$ cat src/rtl/core/lcdt_pkg.sv
// lcdt_pkg: types and constants shared by the LCD line timing and status block.
// No dependencies; imported by every module of the block.
`timescale 1ns / 1ps

package lcdt_pkg;

    localparam int unsigned CNT_W  = 10;
    localparam int unsigned LINE_W = 8;
    localparam int unsigned CYC_W  = 8;

    localparam logic [CNT_W-1:0] LINE_CYCLES     = 10'd456;
    localparam logic [CNT_W-1:0] OAM_CYCLES      = 10'd80;
    localparam logic [CNT_W-1:0] TRANSFER_CYCLES = 10'd172;
    localparam logic [CNT_W-1:0] OAM_START       = LINE_CYCLES - OAM_CYCLES;
    localparam logic [CNT_W-1:0] HBLANK_START    = LINE_CYCLES - OAM_CYCLES - TRANSFER_CYCLES;

    localparam logic [LINE_W-1:0] VBLANK_LINE = 8'h90;
    localparam logic [LINE_W-1:0] LAST_LINE   = 8'h99;

    // display modes
    localparam logic [1:0] MODE_HBLANK   = 2'd0;
    localparam logic [1:0] MODE_VBLANK   = 2'd1;
    localparam logic [1:0] MODE_OAM      = 2'd2;
    localparam logic [1:0] MODE_TRANSFER = 2'd3;

    // request codes
    localparam logic REQ_ADVANCE    = 1'b0;
    localparam logic REQ_LINE_RESET = 1'b1;

    // status interrupt enable bit positions
    localparam int unsigned IRQ_EN_HBLANK = 0;
    localparam int unsigned IRQ_EN_VBLANK = 1;
    localparam int unsigned IRQ_EN_OAM    = 2;
    localparam int unsigned IRQ_EN_MATCH  = 3;

    // configuration register indexes
    localparam int unsigned CFG_ADDR_W = 2;
    localparam int unsigned CFG_DATA_W = 8;
    localparam logic [CFG_ADDR_W-1:0] CFG_DISPLAY_ENABLE = 2'd0;
    localparam logic [CFG_ADDR_W-1:0] CFG_LINE_COMPARE   = 2'd1;
    localparam logic [CFG_ADDR_W-1:0] CFG_IRQ_ENABLES    = 2'd2;

    typedef struct packed {
        logic              display_enable;
        logic [LINE_W-1:0] line_compare;
        logic [3:0]        status_irq_enables;
    } cfg_t;

    typedef struct packed {
        logic [CNT_W-1:0]  countdown;
        logic [LINE_W-1:0] line;
        logic [1:0]        mode;
        logic              match;
    } state_t;

    typedef struct packed {
        logic [LINE_W-1:0] current_line;
        logic [1:0]        display_mode;
        logic              line_match;
        logic              status_irq;
        logic              vblank_irq;
        logic              draw_line;
    } result_t;

endpackage

$ cat src/rtl/core/lcdt_cfg_regs.sv
// lcdt_cfg_regs: configuration register file of the LCD timing block.
// Depends on lcdt_pkg.
`timescale 1ns / 1ps

module lcdt_cfg_regs (
    input  logic                            clk,
    input  logic                            rst_n,
    input  logic                            cfg_wr_en,
    input  logic [lcdt_pkg::CFG_ADDR_W-1:0] cfg_addr,
    input  logic [lcdt_pkg::CFG_DATA_W-1:0] cfg_wdata,
    output lcdt_pkg::cfg_t                  cfg
);
    import lcdt_pkg::*;

    cfg_t cfg_reg;
    cfg_t cfg_next;

    always_comb
    begin
        cfg_next = cfg_reg;
        if (cfg_wr_en)
        begin
            unique case (cfg_addr)
                CFG_DISPLAY_ENABLE: cfg_next.display_enable     = cfg_wdata[0];
                CFG_LINE_COMPARE:   cfg_next.line_compare       = cfg_wdata;
                CFG_IRQ_ENABLES:    cfg_next.status_irq_enables = cfg_wdata[3:0];
                default:            cfg_next = cfg_reg;
            endcase
        end
    end

    always_ff @(posedge clk or negedge rst_n)
    begin
        if (!rst_n)
        begin
            cfg_reg.display_enable     <= 1'b1;
            cfg_reg.line_compare       <= '0;
            cfg_reg.status_irq_enables <= '0;
        end
        else
        begin
            cfg_reg <= cfg_next;
        end
    end

    assign cfg = cfg_reg;

endmodule

$ cat src/rtl/core/lcdt_step.sv
// lcdt_step: next-state and result logic for one beat of the LCD timing block.
// Purely combinational; depends on lcdt_pkg.
`timescale 1ns / 1ps

module lcdt_step (
    input  lcdt_pkg::cfg_t               cfg,
    input  lcdt_pkg::state_t             state,
    input  logic                         req_type,
    input  logic [lcdt_pkg::CYC_W-1:0]   cycles,
    output lcdt_pkg::state_t             state_next,
    output lcdt_pkg::result_t            result
);
    import lcdt_pkg::*;

    logic [1:0]        mode;
    logic              mode_irq_en;
    logic              match;
    logic              expire;
    logic [LINE_W-1:0] line_base;
    logic [LINE_W-1:0] line_inc;

    always_comb
    begin
        // mode from the line and countdown held before this beat
        if (state.line >= VBLANK_LINE)
        begin
            mode        = MODE_VBLANK;
            mode_irq_en = cfg.status_irq_enables[IRQ_EN_VBLANK];
        end
        else if (state.countdown >= OAM_START)
        begin
            mode        = MODE_OAM;
            mode_irq_en = cfg.status_irq_enables[IRQ_EN_OAM];
        end
        else if (state.countdown >= HBLANK_START)
        begin
            mode        = MODE_TRANSFER;
            mode_irq_en = 1'b0;
        end
        else
        begin
            mode        = MODE_HBLANK;
            mode_irq_en = cfg.status_irq_enables[IRQ_EN_HBLANK];
        end

        match     = (state.line == cfg.line_compare);
        // countdown minus cycles at or below zero means the line is done
        expire    = ({{(CNT_W-CYC_W){1'b0}}, cycles} >= state.countdown);
        line_base = (state.line > LAST_LINE) ? '0 : state.line;
        line_inc  = line_base + 8'd1;

        state_next = state;
        result     = '0;

        if (req_type == REQ_LINE_RESET)
        begin
            state_next.line = '0;
        end
        else if (!cfg.display_enable)
        begin
            state_next.countdown = LINE_CYCLES;
            state_next.line      = '0;
            state_next.mode      = MODE_VBLANK;
        end
        else
        begin
            state_next.mode  = mode;
            state_next.match = match;
            result.status_irq = (mode_irq_en && (mode != state.mode))
                              || (match && cfg.status_irq_enables[IRQ_EN_MATCH]);
            if (expire)
            begin
                state_next.countdown = LINE_CYCLES;
                state_next.line      = (line_inc > LAST_LINE) ? '0 : line_inc;
                result.vblank_irq    = (line_inc == VBLANK_LINE);
                result.draw_line     = (line_inc < VBLANK_LINE);
            end
            else
            begin
                state_next.countdown = state.countdown - {{(CNT_W-CYC_W){1'b0}}, cycles};
                state_next.line      = line_base;
            end
        end

        result.current_line = state_next.line;
        result.display_mode = state_next.mode;
        result.line_match   = state_next.match;
    end

endmodule

$ cat src/rtl/core/lcd_line_timing_and_status_top.sv
// lcd_line_timing_and_status_top: top level of the LCD line timing and status block.
// Depends on lcdt_pkg, lcdt_cfg_regs and lcdt_step.
`timescale 1ns / 1ps

// Tracks LCD scanline timing from elapsed-cycle beats: a line countdown that
// starts at 456, the current line (0..153), the display mode and the line-match
// flag, with status and vblank interrupt pulses and a draw-line flag per beat.
// One input beat is taken every clock while not stalled; each accepted beat yields
// exactly one result beat in the next cycle from the result register. The line
// state registers close a loop through the step logic, setting the rate at one
// beat per clock. Input stall is raised only while a result is held and the output
// side is stalling. Configuration writes are expected only while the block is idle.
module lcd_line_timing_and_status_top (
    input  logic                            clk,
    input  logic                            rst_n,
    // configuration
    input  logic                            cfg_wr_en,
    input  logic [lcdt_pkg::CFG_ADDR_W-1:0] cfg_addr,
    input  logic [lcdt_pkg::CFG_DATA_W-1:0] cfg_wdata,
    // input channel
    input  logic                            in_valid,
    output logic                            in_stall,
    input  logic                            req_type,
    input  logic [lcdt_pkg::CYC_W-1:0]      cycles,
    // result channel
    output logic                            out_valid,
    input  logic                            out_stall,
    output logic [lcdt_pkg::LINE_W-1:0]     current_line,
    output logic [1:0]                      display_mode,
    output logic                            line_match,
    output logic                            status_irq,
    output logic                            vblank_irq,
    output logic                            draw_line
);
    import lcdt_pkg::*;

    cfg_t    cfg;
    state_t  state_reg;
    state_t  state_next;
    result_t step_result;
    result_t result_reg;
    logic    out_valid_reg;
    logic    out_valid_next;
    logic    in_accept;

    lcdt_cfg_regs u_cfg (
        .clk       (clk),
        .rst_n     (rst_n),
        .cfg_wr_en (cfg_wr_en),
        .cfg_addr  (cfg_addr),
        .cfg_wdata (cfg_wdata),
        .cfg       (cfg)
    );

    lcdt_step u_step (
        .cfg        (cfg),
        .state      (state_reg),
        .req_type   (req_type),
        .cycles     (cycles),
        .state_next (state_next),
        .result     (step_result)
    );

    assign in_stall  = out_valid_reg && out_stall;
    assign in_accept = in_valid && !in_stall;

    always_comb
    begin
        out_valid_next = out_valid_reg;
        if (in_accept)
            out_valid_next = 1'b1;
        else if (!out_stall)
            out_valid_next = 1'b0;
    end

    always_ff @(posedge clk or negedge rst_n)
    begin
        if (!rst_n)
        begin
            state_reg.countdown <= LINE_CYCLES;
            state_reg.line      <= '0;
            state_reg.mode      <= MODE_HBLANK;
            state_reg.match     <= 1'b0;
            out_valid_reg       <= 1'b0;
        end
        else
        begin
            out_valid_reg <= out_valid_next;
            if (in_accept)
                state_reg <= state_next;
        end
    end

    // result payload, no reset needed
    always_ff @(posedge clk)
    begin
        if (in_accept)
            result_reg <= step_result;
    end

    assign out_valid    = out_valid_reg;
    assign current_line = result_reg.current_line;
    assign display_mode = result_reg.display_mode;
    assign line_match   = result_reg.line_match;
    assign status_irq   = result_reg.status_irq;
    assign vblank_irq   = result_reg.vblank_irq;
    assign draw_line    = result_reg.draw_line;

endmodule

$ cat config.mk
export PLATFORM = sky130hd
export DESIGN_NAME = lcd_line_timing_and_status_top
export DESIGN_NICKNAME = d
export VERILOG_FILES = /design/src/rtl/core/lcdt_pkg.sv /design/src/rtl/core/lcdt_cfg_regs.sv /design/src/rtl/core/lcdt_step.sv /design/src/rtl/core/lcd_line_timing_and_status_top.sv
export SDC_FILE = /design/constraint.sdc
export NUM_CORES = 1
export LEC_CHECK = 0
export ABC_AREA = 0
export BUFFER_PORTS_ARGS = -buffer_cell sky130_fd_sc_hd__buf_2
export CELL_PAD_IN_SITES_DETAIL_PLACEMENT = 1
export CELL_PAD_IN_SITES_GLOBAL_PLACEMENT = 1
export CORE_UTILIZATION = 45
export CTS_CLUSTER_SIZE = 30
export DETAILED_ROUTE_END_ITERATION = 8
export PLACE_DENSITY_LB_ADDON = 0.1
export SYNTH_ARGS = -nofsm -noshare
export SYNTH_HDL_FRONTEND = slang
export SYNTH_HIERARCHICAL = 1
export SYNTH_SLANG_ARGS = --single-unit
$ cat constraint.sdc
create_clock -name clk -period 4.39 [get_ports clk]
set_clock_uncertainty 0.05 [all_clocks]
set_input_delay 0.2195 -clock clk [delete_from_list [all_inputs] [get_ports clk]]
set_output_delay 0.2195 -clock clk [all_outputs]
set_load 0.02 [all_outputs]
# Word-level counts from Yosys, hierarchy flattened
# Index checks and enable logic that the tools add are counted.
[op_classes] n_eq_ne=6 n_reduce_logical=13 mux=15 magnitude_cmp=7 n_div=0 add_sub_neg=2 mul=0 n_bitwise=3 shift=0
[ops] op="$mux 8" n=3
[ops] op="$mux 20" n=1
[ops] op="$mux 18" n=1
[ops] op="$gt 8x8->1 const B" n=2
[ops] op="$ge 10x8->1 const B" n=1
[ops] op="$ge 10x9->1 const B" n=1
[ops] op="$ge 8x10->1" n=1
[ops] op="$sub 10x8->10" n=1
[ops] op="$add 8x1->8 const B" n=1
[ops] op="$eq 8x8->1" n=1
[ops] op="$eq 8x8->1 const B" n=1
[ops] op="$ge 8x8->1 const B" n=1
[ops] op="$lt 8x8->1 const B" n=1
[ops] op="$reduce_and 2->1" n=4
[ops] op="$mux 1" n=6
[ops] op="$mux 2" n=3
[ops] op="$logic_and 1x1->1" n=4
[ops] op="$mux 3" n=1
[ops] op="$not 1->1" n=3
[ops] op="$reduce_or 3->1" n=1
[ops] op="$eq 2x1->1 const B" n=1
[ops] op="$eq 2x2->1 const B" n=1
[ops] op="$logic_not 2->1" n=1
[ops] op="$ne 2x1->1 const B" n=1
[ops] op="other kinds (4)" n=4
[totals] latchBits=0 ram_bits=0 regBits=49 memories=0 input_bits=24 romBits=0

# Longest topological paths before layout
[logic_depth] ltp_word=8 depth_mapped=15

# By module
# The synthesis kept the hierarchy.
[by_module_without_submodules] mod="lcdt_step" n_inst=1 seq_area_each_um2=0.0 cells_each=210 area_each_um2=1456.4
[by_module_without_submodules] mod="lcd_line_timing_and_status_top" n_inst=1 seq_area_each_um2=975.9 cells_each=62 area_each_um2=1266.2
[by_module_without_submodules] mod="lcdt_cfg_regs" n_inst=1 seq_area_each_um2=326.6 cells_each=29 area_each_um2=508.0

# Worst setup path after synthesis
# OpenSTA, ideal clock, no wires.
[synth_path] path_type="flip-flop to flip-flop" from="register state_reg[7] in the netlist's numbering" to="register state_reg[9] in the netlist's numbering" stages_incl_launch_ff=16 required_ns=4.215 path_buffers=2 setup_ns=0.125 slack_ns=0.923 synth_period_minus_slack_ns=3.467 arrival_time_ns=3.292 cell_sequence="dfrtp_1 -> buf_4 -> nand2_1 -> nor2_1 -> o31ai_2 -> nand2_1 -> inv_1 -> ha_1 -> and3_1 -> mux2i_1 -> o32ai_1 -> a2bb2oi_2 -> nor2_2 -> a221o_1 -> buf_4 -> mux2_2"
[synth_rtl] element="from (decl)" line="lcd_line_timing_and_status_top.sv:38" rtl="state_t state_reg;"
[synth_rtl] element="from (signal assigned)" line="lcd_line_timing_and_status_top.sv:90" rtl="state_reg <= state_next;"

==> key figures <==
Layout
  • Max FFs per register: 21
  • # nets final: between 300 and 400
  • Area of the multi-input gates: about 1700 um^2
  • Layout cell share with drive strength beyond 1: 31.6%
  • # diodes: 0
  • Layout area overhead: 8.83%
  • Fillers: 779
  • FF/Latch Area: 1300 um^2
  • Final instance area: 3520 um^2

Worst setup path
  • Type of the worst setup path: flop to flop
  • CP top delay family: compound AO/OA/AOI/OAI gates
  • Crit path top cell by count: nand2_1
  • CP required: between 4 and 5 ns
  • Crit end category: flop
  • Buf/Inv on CP: 2
  • CP max stage delay: between 0.5 and 0.6 ns
  • Worst setup SP type: flop
  • Slowest-stage cell, CP: dfrtp_1
  • Worst-path maximum fanout: 12
  • Crit path DAT: 3.78 ns
  • Crit-path cells: nand2_1, nor2_1, o31ai_2, buf_4, nand2_1, inv_1, ha_1, and3_1, mux2i_1, o32ai_1, a2bb2oi_2, nor2_2, a221o_1, mux2_2

Place
  • I/O Buffers: 39
  • DP Area: 3420 um^2
  • DP HPWL: 5550 um
  • Placement Setup Slack: 0.766 ns
  • Gpl congestion: 0.852

Detailed routing
  • Vias after detailed routing: around 2,400
  • Post-route ant nets: 0
  • 1st-iter DRT viols: 127
  • Vias per Instance: about 5.5
  • WL/cell: between 15 and 20 um
  • DRC viols: 0
  • TritonRoute pass-1 iters: 4
  • Total routed wirelength: 7100 um

Worst hold path
  • HP Class: input pin to flop

Clocking
  • CTS buffer count: 5
  • CTS tree: done
  • Clock latency on the worst-skew pair: 0.31 ns
  • Max clock buf depth: 2
  • CTS sink cnt: 49
  • H-tree depth: 2
  • Clock root buffer: clkbuf_8
  • Worst-path clk slew: around 0.090 ns

Synth
  • Cell accounting for the most synthesized area: dfrtp_1
  • Main flop type after synthesis: dfrtp_1
  • Sequential share of the synthesized area: 40.3%
  • Synthesized area: 3230 um^2
  • Post-synth EDFFs: 14
  • Synth top cells by count: mux2_2, dfrtp_1, inv_1
  • Top cells by area, synth: dfrtp_1, edfxtp_1, mux2_2, ha_1, dfstp_2
  • #FFs+latches synth: just under 50
  • Synth unique cells: 65
  • Asr flop ratio synth: 71.4%
  • Syn Nets: 337
  • Mapped Avg Cell Area: 10.7 um^2
  • Top-count cell post-synth: mux2_2
  • Yosys top cell area share: 23.2%
  • Syn Inst Count: 301
  • Ys Warns: 6

Floorplanning
  • Die extent in x: 86.7 um
  • Initial Util: 47.0%
  • IO Count: 40
  • Die area: 7520 um^2
  • Vert. Die Dim: 86.7 um
  • Cell row count: 30
  • Core Box Area: 6870 um^2

Power
  • Leakage: between 1.5 and 2 nW
  • PwrDens: 412 nW/um^2
  • Peak VDD IR: 242 uV

Timing
  • Final Critical Period: 3.64 ns
  • RSZ-0062 raised after global routing: no
  • Final setup viols: 0
  • TNS Setup: 0 ns
  • Final setup margin: 0.754 ns
  • Final Hold Viols: 0
  • Timing-limited maximum frequency: about 0.28 GHz
  • Rel. slew slack: 46.4%
  • Period utilisation layout: 82.8%
  • Worst slew pin tran: 0.804 ns
  • Slew Limit Fails: 0

Global routing
  • Initial antenna violation count: 0
  • Global route overflow: 0
  • Largest net degree at the start of global routing: 36
  • First-pass GRT wire length: 12,200 um
  • Vias in the first global route: 2,402
  • GRT Overall Usage: between 20% and 30%

Job
  • Maximum capacitance violations: 0

Run status
  • Status: complete, no violations
[area by class of cell]
class,count,share of cell area [%]
multi-input cells,211,48.3
inverters,20,2.14
clock buffers,6,2.06
repair buffers,44,6.69
clock inverters,2,0.391
flip-flops and latches,49,37.0
well taps,96,3.42
[worst paths after layout]
path	from	to	slack [ns]	depth (start not counted)
worst max-delay path	state_reg[7]$_DFFE_PN0P_	state_reg[9]$_DFFE_PN0P_	0.75	14
worst min-delay path	in_valid	out_valid$_DFFE_PN0P_	0.06	2
worst max register to register	state_reg[7]$_DFFE_PN0P_	state_reg[9]$_DFFE_PN0P_	0.75	14
worst min register to register	u_cfg/cfg[1]$_DFFE_PN0P_	u_cfg/cfg[1]$_DFFE_PN0P_	0.47	1
max in group asynchronous	rst_n	state_reg[6]$_DFFE_PN0P_	3.29	2
min in group asynchronous	rst_n	state_reg[16]$_DFFE_PN0P_	0.48	2
[placed cells by master (no fill, tap or decap), drive strengths merged, types with 3 or more instances in the layout]
master   count
a211o        3
a211oi       3
a21oi        6
a2bb2oi      5
a31oi        3
and2         4
buf         43
clkbuf       6
dfrtp       30
dfstp        5
edfxtp      14
ha          11
inv         21
mux2        35
nand2       18
nand2b       3
nand3       11
nand3b       3
nor2        15
nor2b        6
nor3         8
nor4b        3
o211ai       8
o21ai       10
o31ai        4
or3          4
xnor2        7
xor2         9
[per-layer routing]
layer | routed length, um | track usage (%) | vias up
li1 | - | - | 1147
met1 | 3470 | 29.6 | 1168
met2 | 3350 | 33.8 | 40
met3 | 178 | 2.95 | 9
met4 | 97 | 5.30 | 0
met5 | 0 | 0 | -
[kinds of logic after synthesis]
| group | synth area share, % |
|---|---|
| simple gates | 16.0 |
| xor+xnor | 4.34 |
| flops | 40.3 |
| fa+ha+maj | 4.88 |
| compound gates | 14.8 |
| buf+inv | 7.16 |
| mux | 12.5 |
[where the power goes]
part           switching, mW  internal [mW]  leakage, nW
clock                  0.156          0.113       0.0417
combinational          0.274          0.256        0.904
sequential            0.0867          0.565        0.571
[metrics by stage]
stage          hold WS [ns]  util [%]  total power, mW  instances
2_1_floorplan        -0.126         -             1.06        301
3_3_place_gp          0.305      49.8             1.17        419
3_5_place_dp          0.313      49.8             1.19        419
4_1_cts              0.0564      51.2             1.47        428
5_1_grt              0.0590      51.2             1.56        428
6_report             0.0631      51.2             1.45        428
[what timing repair did]
action	in CTS	in global routing
hold buffers	1	0
resized for setup	0	0
endpoints found under the hold margin	30	0
buffers inserted	0	0
(Power assumes the default switching activity.)
